==> src/rtl/owk_pkg.sv <==
// ----------------------------------------------------------------------------
// owk_pkg
// Shared constants, types and the quarter-wave sine table of the
// three-wheel omnidirectional kinematics engine.
// ----------------------------------------------------------------------------
package owk_pkg;

  localparam int DATA_WIDTH       = 32;
  localparam int FRAC_BITS        = 16;
  localparam int Q30_SHIFT        = 30;
  localparam int ANGLE_BITS       = 16;
  localparam int QUARTER_BITS     = ANGLE_BITS - 2;
  localparam int SINE_TABLE_DEPTH = 256;
  localparam int TAB_IDX_W        = $clog2(SINE_TABLE_DEPTH + 1);
  localparam int POS_W            = QUARTER_BITS + 1 + TAB_IDX_W;
  localparam int TAB_W            = 32;

  localparam int ACT_W      = 3;
  localparam int HEAD_W     = 16;
  localparam int REG_W      = 31;
  localparam int CFG_IDX_W  = 1;
  localparam int CFG_DATA_W = 32;

  localparam int INT_W = 52;
  localparam int MA_W  = 35;
  localparam int MB_W  = 31;

  localparam logic [QUARTER_BITS:0] QUARTER = (QUARTER_BITS + 1)'(1) << QUARTER_BITS;

  localparam logic [MB_W-1:0] PI_HALF_Q30    = 31'd1686629713;
  localparam logic [MB_W-1:0] INV_SQRT3_Q30  = 31'd619925131;
  localparam logic [MB_W-1:0] SQRT3_HALF_Q30 = 31'd929887697;
  localparam logic [MB_W-1:0] HALF_Q30       = 31'd536870912;

  localparam logic [REG_W-1:0] WHEEL_DISTANCE_RST = 31'd65536;
  localparam logic [REG_W-1:0] RECIP_THREE_RST    = 31'd21845;

  localparam logic [ACT_W-1:0] ACT_FWD_BODY    = 3'd0;
  localparam logic [ACT_W-1:0] ACT_FWD_WORLD   = 3'd1;
  localparam logic [ACT_W-1:0] ACT_INV_BODY    = 3'd2;
  localparam logic [ACT_W-1:0] ACT_INV_WORLD   = 3'd3;
  localparam logic [ACT_W-1:0] ACT_TO_WORLD    = 3'd4;
  localparam logic [ACT_W-1:0] ACT_TO_BODY     = 3'd5;
  localparam logic [ACT_W-1:0] ACT_SET_HEADING = 3'd6;

  localparam logic [CFG_IDX_W-1:0] CFG_WHEEL_DISTANCE = 1'b0;
  localparam logic [CFG_IDX_W-1:0] CFG_RECIP_THREE    = 1'b1;

  typedef struct packed {
    logic            neg;
    logic [MB_W-1:0] mag;
  } sgn_mag_t;

  typedef struct packed {
    logic            div;
    logic            a_neg;
    logic [MA_W-1:0] a_mag;
    logic            b_neg;
    logic [MB_W-1:0] b_mag;
    logic            shift_frac;
  } mul_req_t;

  typedef logic [TAB_W-1:0] sine_tab_t [SINE_TABLE_DEPTH+1];

  function automatic sine_tab_t build_sine();
    sine_tab_t          tab;
    logic [63:0]        x;
    logic [63:0]        t;
    logic signed [63:0] s;
    int                 i;
    int                 k;
    for (i = 0; i <= SINE_TABLE_DEPTH; i++) begin
      x = 64'(PI_HALF_Q30) * 64'(i) / 64'(SINE_TABLE_DEPTH);
      t = x;
      s = signed'(x);
      for (k = 1; k <= 7; k++) begin
        t = (t * x) >> 30;
        t = (t * x) >> 30;
        t = t / 64'((2 * k) * (2 * k + 1));
        if (k[0]) begin
          s = s - signed'(t);
        end else begin
          s = s + signed'(t);
        end
      end
      if (s < 0) begin
        s = '0;
      end
      if (s > 64'sd1073741824) begin
        s = 64'sd1073741824;
      end
      if (i > 0) begin
        if (s[TAB_W-1:0] < tab[i-1]) begin
          s = signed'(64'(tab[i-1]));
        end
      end
      tab[i] = s[TAB_W-1:0];
    end
    return tab;
  endfunction

  localparam sine_tab_t SINE_TAB = build_sine();

endpackage

==> src/rtl/owk_serial_mul.sv <==
// ----------------------------------------------------------------------------
// owk_serial_mul
// Bit-serial sign-magnitude multiplier with round-half-away scaling, which
// also performs a rounded divide by three one quotient bit per cycle.
// ----------------------------------------------------------------------------
module owk_serial_mul import owk_pkg::*; (
  input  logic                    clk_i,
  input  logic                    rst_ni,
  input  logic                    start_i,
  input  mul_req_t                req_i,
  output logic                    busy_o,
  output logic                    done_o,
  output logic signed [INT_W-1:0] result_o
);

  localparam int CNT_W = $clog2(MA_W + 1);
  localparam int PW    = MA_W + MB_W;
  localparam int QW    = INT_W - 1;
  localparam logic [PW:0] RND_FRAC = (PW + 1)'(1) << (FRAC_BITS - 1);
  localparam logic [PW:0] RND_Q30  = (PW + 1)'(1) << (Q30_SHIFT - 1);

  typedef enum logic [3:0] {
    M_IDLE = 4'b0001,
    M_RUN  = 4'b0010,
    M_RND  = 4'b0100,
    M_NEG  = 4'b1000
  } mstate_e;

  mstate_e          st_q;
  logic [CNT_W-1:0] cnt_q;
  logic [MA_W-1:0]  hi_q;
  logic [MB_W-1:0]  lo_q;
  logic [MA_W-1:0]  a_q;
  logic [1:0]       rem_q;
  logic             div_q;
  logic             neg_q;
  logic             sh_q;
  logic [QW-1:0]    q_q;

  logic [MA_W:0]         add;
  logic [2:0]            dt;
  logic                  dge;
  logic [1:0]            drem;
  logic [PW:0]           rnd;
  logic [PW:0]           rq;
  logic signed [INT_W-1:0] qs;

  always_comb begin
    add  = {1'b0, hi_q} + (lo_q[0] ? {1'b0, a_q} : '0);
    dt   = {rem_q, a_q[MA_W-1]};
    dge  = dt >= 3'd3;
    drem = dge ? 2'(dt - 3'd3) : dt[1:0];
    rnd  = {1'b0, hi_q, lo_q} + (sh_q ? RND_FRAC : RND_Q30);
    rq   = sh_q ? (rnd >> FRAC_BITS) : (rnd >> Q30_SHIFT);
    qs   = signed'({1'b0, q_q});
  end

  always_ff @(posedge clk_i or negedge rst_ni) begin
    if (!rst_ni) begin
      st_q  <= M_IDLE;
      cnt_q <= '0;
    end else begin
      case (st_q)
        M_IDLE: begin
          if (start_i) begin
            st_q  <= M_RUN;
            cnt_q <= req_i.div ? CNT_W'(MA_W) : CNT_W'(MB_W);
          end
        end
        M_RUN: begin
          cnt_q <= cnt_q - 1'b1;
          if (cnt_q == CNT_W'(1)) begin
            st_q <= M_RND;
          end
        end
        M_RND:   st_q <= M_NEG;
        M_NEG:   st_q <= M_IDLE;
        default: st_q <= M_IDLE;
      endcase
    end
  end

  always_ff @(posedge clk_i) begin
    case (st_q)
      M_IDLE: begin
        if (start_i) begin
          a_q   <= req_i.a_mag;
          lo_q  <= req_i.b_mag;
          hi_q  <= '0;
          rem_q <= '0;
          div_q <= req_i.div;
          neg_q <= req_i.a_neg ^ req_i.b_neg;
          sh_q  <= req_i.shift_frac;
        end
      end
      M_RUN: begin
        if (div_q) begin
          a_q   <= a_q << 1;
          hi_q  <= {hi_q[MA_W-2:0], dge};
          rem_q <= drem;
        end else begin
          hi_q <= add[MA_W:1];
          lo_q <= {add[0], lo_q[MB_W-1:1]};
        end
      end
      M_RND: begin
        if (div_q) begin
          q_q <= QW'(hi_q) + QW'(rem_q == 2'd2);
        end else begin
          q_q <= rq[QW-1:0];
        end
      end
      default: begin
      end
    endcase
  end

  assign busy_o   = st_q != M_IDLE;
  assign done_o   = st_q == M_NEG;
  assign result_o = neg_q ? -qs : qs;

  a_start_idle: assert property (@(posedge clk_i) disable iff (!rst_ni)
    start_i |-> st_q == M_IDLE) else $error("start while busy");
  a_start_run: assert property (@(posedge clk_i) disable iff (!rst_ni)
    start_i |=> st_q == M_RUN) else $error("start did not launch");
  a_last_bit: assert property (@(posedge clk_i) disable iff (!rst_ni)
    (st_q == M_RUN && cnt_q == CNT_W'(1)) |=> st_q == M_RND) else $error("bit count");
  a_done_idle: assert property (@(posedge clk_i) disable iff (!rst_ni)
    done_o |=> st_q == M_IDLE) else $error("done not followed by idle");

endmodule

==> config.mk <==
export PLATFORM = sky130hd
export DESIGN_NAME = owk_serial_mul
export DESIGN_NICKNAME = d
export VERILOG_FILES = /design/src/rtl/owk_pkg.sv /design/src/rtl/owk_serial_mul.sv
export SDC_FILE = /design/constraint.sdc
export NUM_CORES = 1
export LEC_CHECK = 0
export ABC_CLOCK_PERIOD_IN_PS = 7380
export BUFFER_PORTS_ARGS = -buffer_cell sky130_fd_sc_hd__buf_2
export CAP_MARGIN = 25
export CORE_ASPECT_RATIO = 1.2
export CORE_MARGIN = 4
export CORE_UTILIZATION = 55
export CTS_BUF_LIST = sky130_fd_sc_hd__clkbuf_2 sky130_fd_sc_hd__clkbuf_4 sky130_fd_sc_hd__clkbuf_8
export CTS_CLUSTER_DIAMETER = 40
export CTS_CLUSTER_SIZE = 10
export DETAILED_ROUTE_END_ITERATION = 6
export PLACE_DENSITY = 0.74
export REMOVE_ABC_BUFFERS = 1
export SLEW_MARGIN = 20
export SYNTH_ARGS = -nofsm -noshare
export SYNTH_HDL_FRONTEND = slang
export SYNTH_SLANG_ARGS = --single-unit
==> constraint.sdc <==
create_clock -name clk_i -period 7.38 [get_ports clk_i]
set_input_delay 0 -clock clk_i [delete_from_list [all_inputs] [get_ports clk_i]]
set_output_delay 0 -clock clk_i [all_outputs]
set_load 0.01 [all_outputs]
==> reports/qor.tcl, run 1 <==
set qor(routedWlPerCell_um) 16.7
set qor(synth_cell_types) 85
set qor(share_comb_of_total_power_pct) 47.9
set qor(layout.nets) 1634
set qor(maxSlewHeadroom_pct) 31.3
set qor(global_route_wire_length_before_repair_mm) 49.6
set qor(max_freq_mhz) 257
set qor(floorplan.initialDensity_pct) 56.0
set qor(dp_area_um2) 13000
set qor(post-route-period-util_pct) 52.7
set qor(route.vias.total) 10500
set qor(drt_iter0_markers) 1036
set qor(crit_type) {flip-flop to flip-flop}
set qor(die_area_um2) 24600
set qor(synthCells) 1366
set qor(pre_cts_slack_ns) 3.48
set qor(final_layout_size_suffix_gt1_share_pct) 14.0
set qor(final.setup_skew_ns) 0.0191
set qor(cts_made_buffers) 17
set qor(report.final.hold_viol_count) 0
set qor(cell_leakage_power_nw) 5.55
set qor(die_width_um) 144
set qor(power.ir.vdd_worst_mv) 0.136
set qor(h-tree-depth) 4
set qor(critical_path_data_required_time_ns) 7.71
set qor(busiest_layer) {met2}
set qor(synth_area_um2) 12200
set qor(violations) {design-rule violations}
set qor(final_util_pct) 64.9
set qor(total_inserted_antenna_cells) 0
set qor(clock_network_fraction_of_total_power_pct) 14.5
set qor(seq_power_share_pct) 37.6
set qor(use_met2_pct) 41.8
set qor(setup-tns-final_ns) 0
set qor(outcome) {finished, violations left}
set qor(setup_repair_after_global_routing_missed_its_margin) {no}
set qor(final.fill_count) 1784
set qor(routabilityCongestion) 0.936
set qor(globalRouteMet3Util_pct) 2.82
set qor(placed_cells_incl_taps) 1698
set qor(design.portCount) 127
set qor(area_growth_pct) 15.8
set qor(power.net_switching_mw) 2.04
set qor(portBuffers) 126
set qor(clockRootBuffer) {clkbuf_8}
set qor(die_h_um) 171
set qor(finalWorstSetupSlack_ns) 3.49
set qor(worst_setup_hold_path_clk_slew_ns) 0.10
set qor(cts_tree) {done}
set qor(placementRows) 59
set qor(clock_insertion_delay_worst_skew_ns) 0.49
set qor(hold_class) {primary input to flip-flop}
set qor(antenna_violating_nets_post_route) 0
set qor(gr-usage-met1_pct) 33.1
set qor(grt_antenna_before_repair) 0
set qor(worst_path_dominant_cell_family) {compound AO/OA/AOI/OAI gates}
set qor(cp_cell_sequence) {and2_1 -> ha_1 -> inv_1 -> fa_1 -> nand2b_1 -> a211oi_1 -> nor3b_1 -> o21ai_1 -> a21o_1 -> a21oi_1 -> or4_1 -> o211ai_1}
set qor(powerDensity_nw_per_um2) 327
set qor(postSynth.topFlopCell) {edfxtp_1}
set qor(worstSetupStartpointType) {flip-flop}
set qor(placeableCoreArea_um2) 21800
set qor(cap_viol_max_count) 0
set qor(timing.final.crit_period_ns) 3.89
set qor(global_route_usage_sum_pct) 24.9
set qor(grt_max_degree) 74
set qor(postLayoutCellArea_um2) 14100
set qor(detail_route.first_pass.iterations) 7
set qor(ys.warnings.count) 0
set qor(critical_path_arrival_ns) 4.23
set qor(clock_sink_count) 167
set qor(tightestPinTransition_ns) 1.03
set qor(via_per_inst) 5.81
set qor(synth_most_common_cell) {nand2_1}
set qor(drc) 3
set qor(post_cts.resized_instances) 0
set qor(synthDominantAreaCellType) {edfxtp_1}
set qor(setup_viol_count_final) 0
set qor(yosysTopAreaCellShare_pct) 38.7
set qor(swShare_pct) 44.3
set qor(peak_per_stage_delay_on_the_critical_path_ns) 0.99
set qor(drv_slew) 0
set qor(crit_fanout) 35
set qor(critPathBufInv) 1
set qor(grt.overflow.total) 0
set qor(synthArstFlopShare_pct) 5.99
set qor(post-dp-hpwl_mm) 22.1
set qor(fin_worst_hold_slack_ns) 0.239
set qor(ys_seq_elements) 167
set qor(routed_wl_mm) 30.1
set qor(totalPowerFinal_mw) 4.62
set qor(timing.critical_path.slowest_stage_cell) {edfxtp_1}
set qor(synth.top_cells.by_count) {296 x nand2_1, 157 x edfxtp_1, 98 x xnor2_1}
set qor(synth_enable_flop_cells) 157
set qor(cts_max_path_buffers) 2
set qor(synthesis.area_per_instance_um2) 8.93
set qor(synth_area_leaders) {edfxtp_1 39%, nand2_1 9.1%, xnor2_1 7.0%}
set qor(p_int_mw) 2.57
set qor(first_global_vias) 10000
set qor(instances_no_fill) 1804
set qor(sequential_cell_area_fraction_in_the_yosys_report_pct) 40.7
set qor(worst_setup_end_kind) {flip-flop}
==> what timing repair did <==
item | CTS | global route
endpoints found under the hold margin | 85 | 0
hold buffers | 74 | 0
setup buffers | 0 | 0
==> metal layers <==
| layer | part of all wire [%] | vias up | routed length (um) |
|---|---|---|---|
| met4 | 3.1 | 0 | 920 |
| met2 | 48 | 344 | 14500 |
| met3 | 5.0 | 65 | 1510 |
| li1 | - | 5199 | - |
| met1 | 44 | 4877 | 13200 |
| met5 | 0 | - | 0 |
==> cells in the final DEF, fill, tap and decap left out, types with 4 or more instances in the layout <==
| master | count |
|---|---|
| a211oi_1 | 10 |
| a21o_1 | 17 |
| a21oi_1 | 75 |
| a221oi_1 | 5 |
| a222oi_1 | 4 |
| a22o_1 | 10 |
| a31oi_1 | 7 |
| and2_1 | 41 |
| and3_1 | 11 |
| and4_1 | 10 |
| buf_2 | 126 |
| buf_4 | 11 |
| clkbuf_8 | 18 |
| dfrtp_1 | 9 |
| dlygate4sd3_1 | 74 |
| edfxtp_1 | 157 |
| ha_1 | 43 |
| inv_1 | 23 |
| inv_6 | 6 |
| nand2_1 | 296 |
| nand2b_1 | 9 |
| nand3_1 | 46 |
| nand4_1 | 28 |
| nor2_1 | 93 |
| nor2b_1 | 5 |
| nor3_1 | 15 |
| nor4_1 | 6 |
| o211ai_1 | 5 |
| o21a_1 | 7 |
| o21ai_0 | 62 |
| o21ai_1 | 6 |
| o22ai_1 | 9 |
| o31ai_1 | 16 |
| o41ai_1 | 6 |
| or3_1 | 13 |
| or4_1 | 9 |
| xnor2_1 | 98 |
| xor2_1 | 58 |
==> power groups by stage <==
stage	combinational (mW)	clock, mW	sequential, mW
global route	2.45	0.716	1.77
global placement	2.09	0	1.74
detailed placement	2.15	0	1.75
floorplan	1.59	0	1.66
CTS	2.19	0.674	1.73
finish	2.21	0.668	1.73
==> final timing paths <==
| path | end | cells after the start | startpoint | slack (ns) |
|---|---|---|---|---|
| max in group asynchronous | st_q[3] | 4 | rst_ni | 5.99 |
| max reg2reg | hi_q[33] | 12 | lo_q[0] | 3.49 |
| max | hi_q[33] | 12 | lo_q[0] | 3.49 |
| min in group asynchronous | st_q[0] | 3 | rst_ni | 0.53 |
| min | st_q[0] | 3 | start_i | 0.24 |
| min reg2reg | cnt_q[5] | 1 | cnt_q[5] | 0.52 |
==> flip-flops by register name, summed over array words and instances (netlist names) <==
| name | flops |
|---|---|
| neg_q | 1 |
| cnt_q | 6 |
| lo_q | 31 |
| div_q | 1 |
| sh_q | 1 |
| hi_q | 35 |
| a_q | 35 |
| q_q | 51 |
| rem_q | 2 |
| st_q | 4 |
==> cell families after synthesis <==
logic type | after synthesis | share of synthesized area, %
AOI/OAI and AO/OA | 275 | 14.9
adders and majority gates | 44 | 4.57
DFF | 167 | 40.7
muxes | 5 | 0.431
xor gates and xnor gates | 156 | 11.2
and+or+nand+nor | 615 | 24.8
buffers and inverters | 104 | 3.34
==> worst min-delay path, cell delays in order <==
cell and delay [ns]:
dlygate4sd3_1 0.53, buf_2 0.11, o21ai_0 0.09
==> final cells by class <==
type | instances | area [um2] | share of cell area (%)
flip-flops and latches | 167 | 4970 | 35.2
inverters | 24 | 90.1 | 0.638
multi-input cells | 1095 | 6850 | 48.5
repair buffers | 212 | 1480 | 10.5
well taps | 274 | 343 | 2.43
clock buffers | 19 | 255 | 1.81
clock inverters | 13 | 134 | 0.948
No activity file was read; power rests on OpenSTA's default activity.
==> run 2: changes to the inputs <==
- ABC_CLOCK_PERIOD_IN_PS: 7380 -> 3560
- PLACE_DENSITY: 0.74 -> 0.77
- clock period: 7.38 -> 3.56 ns (I/O delays scaled with it)
==> reports/qor.tcl, run 2 (synthesis results as in run 1) <==
set qor(outcome) {finished, final reports clean}
set qor(clockRootBuffer) {clkbuf_8}
set qor(postLayoutCellArea_um2) 14200 ;# +0.29%
set qor(global_route_wire_length_before_repair_mm) 51.6 ;# +3.9%
set qor(cts_setup_buffers) 0 ;# unchanged
set qor(grt_antenna_before_repair) 0 ;# unchanged
set qor(dp_area_um2) 13100 ;# +0.71%
set qor(routedWlPerCell_um) 17.2 ;# +2.9%
set qor(timing.critical_path.slowest_stage_cell) {a211oi_1}
set qor(cap_viol_max_count) 0 ;# unchanged
set qor(worst_setup_end_kind) {flip-flop}
set qor(regArea_um2) 4970 ;# unchanged
set qor(placementRows) 59 ;# unchanged
set qor(multi_input_area_um2) 6860 ;# about the same
set qor(maxSlewHeadroom_pct) 31.8 ;# +0.46 points
set qor(power.net_switching_mw) 4.25 ;# +110%
set qor(seq_power_share_pct) 37.3 ;# -0.3 points
set qor(clock_insertion_delay_worst_skew_ns) 0.47 ;# -0.02 ns
set qor(swShare_pct) 44.8 ;# +0.52 points
set qor(worst_setup_hold_path_clk_slew_ns) 0.10 ;# about the same
set qor(portBuffers) 126 ;# unchanged
set qor(report.final.hold_viol_count) 0 ;# unchanged
set qor(routed_wl_mm) 31.2 ;# +3.7%
set qor(post-dp-hpwl_mm) 22.7 ;# +2.8%
set qor(registers_with_the_most_flip_flops) {q_q x51, a_q x35, hi_q x35}
set qor(final_layout_size_suffix_gt1_share_pct) 14.8 ;# +0.78 points
set qor(number_of_flip_flops_in_the_largest_register) 51 ;# unchanged
set qor(die_area_um2) 24600 ;# unchanged
set qor(cp_cell_sequence) {buf_4 -> and2_1 -> ha_1 -> and4_1 -> o21ai_1 -> a211oi_1 -> o21ai_0 -> a31o_2 -> o21ai_0 -> or3b_1}
set qor(final.fill_count) 1791 ;# +0.39%
set qor(max_freq_mhz) 301 ;# +17%
set qor(drv_slew) 0 ;# unchanged
set qor(setup-tns-final_ns) 0 ;# unchanged
set qor(final.setup_skew_ns) 0.0151 ;# -0.00392 ns
set qor(layout.nets) 1649 ;# +0.92%
set qor(cts_max_path_buffers) 2 ;# unchanged
set qor(reg2reg_setup_slack_ns) 0.24 ;# -3.25 ns
set qor(clock_network_fraction_of_total_power_pct) 12.9 ;# -1.6 points
set qor(detail_route.first_pass.iterations) 6 ;# -1
set qor(worstSetupStartpointType) {flip-flop}
set qor(critPathBufInv) 1 ;# unchanged
set qor(antenna_violating_nets_post_route) 0 ;# unchanged
set qor(clock_sink_count) 167 ;# unchanged
set qor(die_width_um) 144 ;# unchanged
set qor(drc) 0 ;# -3
set qor(timing.final.crit_period_ns) 3.32 ;# -0.572 ns
set qor(worst_path_dominant_cell_family) {compound AO/OA/AOI/OAI gates}
set qor(p_int_mw) 5.24 ;# +100%
set qor(totalPowerFinal_mw) 9.50 ;# +110%
set qor(routabilityCongestion) 0.938 ;# +0.18%
set qor(post-route-period-util_pct) 93.3 ;# +41 points
set qor(layout.cells.most_common_list) {296 x nand2_1, 157 x edfxtp_1, 126 x buf_2, 98 x xnor2_1, 93 x nor2_1}
set qor(cts_made_buffers) 17 ;# unchanged
set qor(grt_max_degree) 53 ;# -28%
set qor(grt.overflow.total) 0 ;# unchanged
set qor(route.vias.total) 10600 ;# +1.1%
set qor(via_per_inst) 5.83 ;# +0.36%
set qor(final_util_pct) 65.0 ;# +0.19 points
set qor(drt_iter0_markers) 905 ;# -13%
set qor(critical_path_data_required_time_ns) 3.79 ;# -3.92 ns
set qor(power.ir.vdd_worst_mv) 0.298 ;# +120%
set qor(die_h_um) 171 ;# unchanged
set qor(setup_viol_count_final) 0 ;# unchanged
set qor(design.portCount) 127 ;# unchanged
set qor(global_route_usage_sum_pct) 26.0 ;# +1.0 points
set qor(h-tree-depth) 4 ;# unchanged
set qor(area_growth_pct) 16.1
set qor(share_comb_of_total_power_pct) 49.8 ;# +1.9 points
set qor(max_flop_register) {q_q}
set qor(tightestPinTransition_ns) 1.02 ;# -0.00686 ns
set qor(final_common_cell) {nand2_1}
set qor(cts_tree) {done}
set qor(crit_type) {flip-flop to flip-flop}
set qor(hold_class) {primary input to flip-flop}
set qor(first_global_vias) 10400 ;# +3.6%
set qor(peak_per_stage_delay_on_the_critical_path_ns) 0.49 ;# -0.50 ns
set qor(crit_fanout) 28 ;# -20%
set qor(placeableCoreArea_um2) 21800 ;# unchanged
set qor(critical-path-top-cell-by-count) {o21ai_0}
set qor(floorplan.initialDensity_pct) 56.0 ;# unchanged
set qor(total_inserted_antenna_cells) 0 ;# unchanged
set qor(critical_path_arrival_ns) 3.55 ;# -0.68 ns
set qor(cell_leakage_power_nw) 5.58 ;# +0.57%
set qor(powerDensity_nw_per_um2) 670 ;# +110%
set qor(setup_repair_after_global_routing_missed_its_margin) {no}
run 2: power by group through the flow:
stage	sequential, mW	combinational (mW)	clock [mW]
after floorplan	3.45	3.29	0
after global placement	3.55	4.50	0
after detailed placement	3.57	4.58	0
after CTS	3.52	4.66	1.24
after global routing	3.61	5.25	1.32
final	3.54	4.73	1.23
run 2: layout make-up:
type,instances,area share [%]
timing repair buffer,227,11.1
sequential,167,35.1
tap,274,2.42
multi-input combinational,1095,48.4
clock inverter,14,0.707
inverter,24,0.636
clock buffer,17,1.65
run 2: path summary, 6_finish.rpt:
| check | from | to | cells past startpoint |
|---|---|---|---|
| max reg2reg | lo_q[0] | hi_q[30] | 10 |
| min reg2reg | cnt_q[5] | cnt_q[5] | 1 |
| min in group asynchronous | rst_ni | st_q[0] | 3 |
| max | lo_q[0] | hi_q[30] | 10 |
| max in group asynchronous | rst_ni | st_q[3] | 4 |
| min | start_i | st_q[0] | 3 |
run 2: repair_timing:
item,4_1_cts,5_1_grt
hold buffers,74,0
setup endpoints to repair,0,1
gates resized for setup,0,1
endpoints found under the hold margin,87,0
run 2: routing by layer:
layer	track usage [%]	routed length, um
met4	11.8	1200
met5	0	0
met2	43.4	15000
met3	2.71	1700
met1	34.1	13400
run 2: worst reg2reg max path: stages, from the launching register on:
cell,delay (ns)
edfxtp_1,0.47
buf_4,0.25
and2_1,0.19
ha_1,0.38
and4_1,0.21
o21ai_1,0.10
a211oi_1,0.49
o21ai_0,0.21
a31o_2,0.31
o21ai_0,0.12
or3b_1,0.35
run 2: stage by stage:
stage | hold slack [ns] | setup WS (ns) | cells
floorplan | -0.296 | -2.91 | 1286
global placement | -0.133 | 0.325 | 1713
detailed placement | -0.132 | 0.260 | 1713
CTS | 0.232 | 0.251 | 1818
global route | 0.274 | 0.0330 | 1818
finish | 0.279 | 0.240 | 1818
==> run 3: changes to the inputs <==
- ABC_AREA: not set -> 1
- CTS_BUF_LIST: sky130_fd_sc_hd__clkbuf_2 sky130_fd_sc_hd__clkbuf_4 sky130_fd_sc_hd__clkbuf_8 -> sky130_fd_sc_hd__clkbuf_4 sky130_fd_sc_hd__clkbuf_8 sky130_fd_sc_hd__clkbuf_16
==> reports/qor.tcl, run 3 <==
set qor(cts_max_path_buffers) 2 ;# unchanged
set qor(h-tree-depth) 4 ;# unchanged
set qor(p_int_mw) 5.94 ;# +13%
set qor(max_freq_mhz) 349 ;# +16%
set qor(post-route-period-util_pct) 80.4 ;# -13 points
set qor(postCtsHoldBufs) 73 ;# -1.4%
set qor(final_util_pct) 65.7 ;# +0.64 points
set qor(cap_viol_max_count) 0 ;# unchanged
set qor(clock_sink_count) 167 ;# unchanged
set qor(synth_cell_types) 47 ;# -45%
set qor(die_h_um) 183 ;# +7.0%
set qor(grt_antenna_before_repair) 0 ;# unchanged
set qor(maxSlewHeadroom_pct) 35.8 ;# +4.1 points
set qor(crit_type) {flip-flop to flip-flop}
set qor(powerDensity_nw_per_um2) 703 ;# +4.9%
set qor(synthDominantAreaCellType) {edfxtp_1}
set qor(number_of_flip_flops_in_the_largest_register) 51 ;# unchanged
set qor(routed_wl_mm) 47.2 ;# +51%
set qor(die_width_um) 154 ;# +6.9%
set qor(timing.final.crit_period_ns) 2.86 ;# -0.456 ns
set qor(drt_iter0_markers) 1327 ;# +47%
set qor(worst_setup_end_kind) {flip-flop}
set qor(detail_route.first_pass.iterations) 6 ;# unchanged
set qor(registers_with_the_most_flip_flops) {q_q x51, a_q x35, hi_q x35}
set qor(setup_repair_after_global_routing_missed_its_margin) {no}
set qor(grt_max_degree) 67 ;# +26%
set qor(max_flop_register) {q_q}
set qor(grt.overflow.total) 0 ;# unchanged
set qor(critical_path_arrival_ns) 3.07 ;# -0.48 ns
set qor(final.setup_skew_ns) 0.0107 ;# -0.00444 ns
set qor(post-dp-hpwl_mm) 36.5 ;# +61%
set qor(global_route_wire_length_before_repair_mm) 73.8 ;# +43%
set qor(swShare_pct) 48.3 ;# +3.6 points
set qor(via_per_inst) 5.50 ;# -5.8%
set qor(post_cts.resized_instances) 0 ;# unchanged
set qor(clockRootBuffer) {clkbuf_16}
set qor(floorplan.initialDensity_pct) 56.4 ;# +0.41 points
set qor(synth_most_common_cell) {nand2_1}
set qor(clock_insertion_delay_worst_skew_ns) 0.45 ;# -0.02 ns
set qor(layout.nets) 2405 ;# +46%
set qor(global_route_usage_sum_pct) 33.2 ;# +7.3 points
set qor(postLayoutCellArea_um2) 16400 ;# +16%
set qor(sequential_cell_area_fraction_in_the_yosys_report_pct) 35.3 ;# -5.4 points
set qor(worstSetupStartpointType) {flip-flop}
set qor(worst_setup_hold_path_clk_slew_ns) 0.07 ;# -0.03 ns
set qor(cts_setup_buffers) 0 ;# unchanged
set qor(synthCells) 2108 ;# +54%
set qor(final_common_cell) {nand2_1}
set qor(die_area_um2) 28200 ;# +14%
set qor(ys.warnings.count) 0 ;# unchanged
set qor(routabilityCongestion) 1.00 ;# +7.0%
set qor(synth_area_um2) 14100 ;# +15%
set qor(dp_area_um2) 15000 ;# +15%
set qor(crit_fanout) 35 ;# +25%
set qor(routedWlPerCell_um) 18.0 ;# +4.5%
set qor(setup_viol_count_final) 0 ;# unchanged
set qor(first_global_vias) 14100 ;# +36%
set qor(ys_seq_elements) 167 ;# unchanged
set qor(cell_leakage_power_nw) 7.95 ;# +42%
set qor(portBuffers) 126 ;# unchanged
set qor(route.vias.total) 14400 ;# +36%
set qor(synth_area_leaders) {edfxtp_1 34%, nand2_1 19%, inv_1 8.4%}
set qor(seq_power_share_pct) 32.7 ;# -4.6 points
set qor(synthArstFlopShare_pct) 5.99 ;# unchanged
set qor(share_comb_of_total_power_pct) 50.7 ;# +0.9 points
set qor(clock_network_fraction_of_total_power_pct) 16.6 ;# +3.7 points
set qor(yosysTopAreaCellShare_pct) 33.5 ;# -5.1 points
set qor(placementRows) 63 ;# +6.8%
set qor(critical_path_data_required_time_ns) 3.77 ;# -0.02 ns
set qor(layout.cells.most_common_list) {703 x nand2_1, 314 x inv_1, 202 x nor2_1, 157 x edfxtp_1, 135 x nand3_1}
set qor(fin_worst_hold_slack_ns) 0.0211 ;# -0.258 ns
set qor(synthesis.area_per_instance_um2) 6.67 ;# -25%
set qor(power.ir.vdd_worst_mv) 0.453 ;# +52%
set qor(hold_class) {primary input to asynchronous set/reset pin}
set qor(final_layout_size_suffix_gt1_share_pct) 10.3 ;# -4.5 points
set qor(cts_tree) {done}
set qor(outcome) {finished, final reports clean}
set qor(antenna_violating_nets_post_route) 0 ;# unchanged
set qor(cts_made_buffers) 17 ;# unchanged
set qor(power.net_switching_mw) 5.56 ;# +31%
set qor(area_growth_pct) 16.4
set qor(tightestPinTransition_ns) 0.961 ;# -0.0586 ns
set qor(synth_enable_flop_cells) 157 ;# unchanged
set qor(report.final.hold_viol_count) 0 ;# unchanged
set qor(drc) 0 ;# unchanged
set qor(drv_slew) 0 ;# unchanged
set qor(postSynth.topFlopCell) {edfxtp_1}
set qor(design.portCount) 127 ;# unchanged
set qor(synth.top_cells.by_count) {703 x nand2_1, 314 x inv_1, 202 x nor2_1}
set qor(placeableCoreArea_um2) 24900 ;# +14%
==> run 3: power groups by stage <==
stage	clock network (mW)	registers (mW)	logic [mW]
2_1_floorplan	0	3.56	3.95
6_report	1.90	3.77	5.84
3_5_place_dp	0	3.76	5.64
3_3_place_gp	0	3.75	5.54
5_1_grt	1.99	3.81	6.53
4_1_cts	1.91	3.72	5.74
==> run 3: metrics by stage <==
stage | std cells | worst slack, ns | setup TNS [ns] | total power [mW]
floorplan | 2055 | -3.48 | -355.70 | 7.51
global placement | 2521 | 0.844 | 0 | 9.29
detailed placement | 2521 | 0.764 | 0 | 9.40
CTS | 2626 | 0.712 | 0 | 11.4
global route | 2626 | 0.472 | 0 | 12.3
finish | 2627 | 0.696 | 0 | 11.5
==> run 3: worst paths after layout <==
kind                          start       end  slack, ns  cells past startpoint
max in group asynchronous    rst_ni   st_q[2]       2.71                      3
setup reg to reg            lo_q[0]  hi_q[31]       0.70                     18
min in group clk_i         req_i[0]      sh_q       0.27                      2
hold / removal               rst_ni   st_q[0]       0.02                      2
hold reg to reg             st_q[3]   st_q[3]       0.52                      1
setup / recovery            lo_q[0]  hi_q[31]       0.70                     18
==> run 3: cells by family after synthesis <==
family                     Yosys count  synth area share (%)
xor gates and xnor gates            92                  5.73
buffers and inverters              378                  10.1
and+or+nand+nor                   1168                  34.8
adders and majority gates           44                  3.97
AOI/OAI and AO/OA                  259                  10.0
DFF                                167                  35.3
==> run 3: layer usage <==
layer | up-vias | track usage [%] | wire length (um)
met4 | 0 | 16.1 | 2290
met1 | 6580 | 40.2 | 18600
li1 | 7124 | - | -
met5 | - | 0 | 0
met3 | 117 | 4.39 | 3020
met2 | 618 | 58.6 | 23300
==> run 3: layout make-up <==
cell class | instances | area (um2)
diodes | 1 | 2.50
clock buffers | 17 | 425
clock inverters | 15 | 166
fillers | 2233 | 8550
inverters | 325 | 1220
multi-input cells | 1563 | 7690
flip-flops and latches | 167 | 4970
well taps | 325 | 407
repair buffers | 214 | 1490
==> run 3: worst max-delay path, stage by stage (launching register included) <==
cell and delay, ns:
edfxtp_1 0.32, buf_4 0.33, nand2_1 0.09, inv_1 0.07, ha_1 0.21, inv_1 0.08
fa_1 0.41, inv_1 0.10, nand3_1 0.07, nand3_1 0.15, nand2_1 0.08, nand2_1 0.12
nand2_1 0.07, nand2_1 0.13, nand2_1 0.09, nand3_1 0.09, nand3_1 0.08, nand2_1 0.06
inv_1 0.04
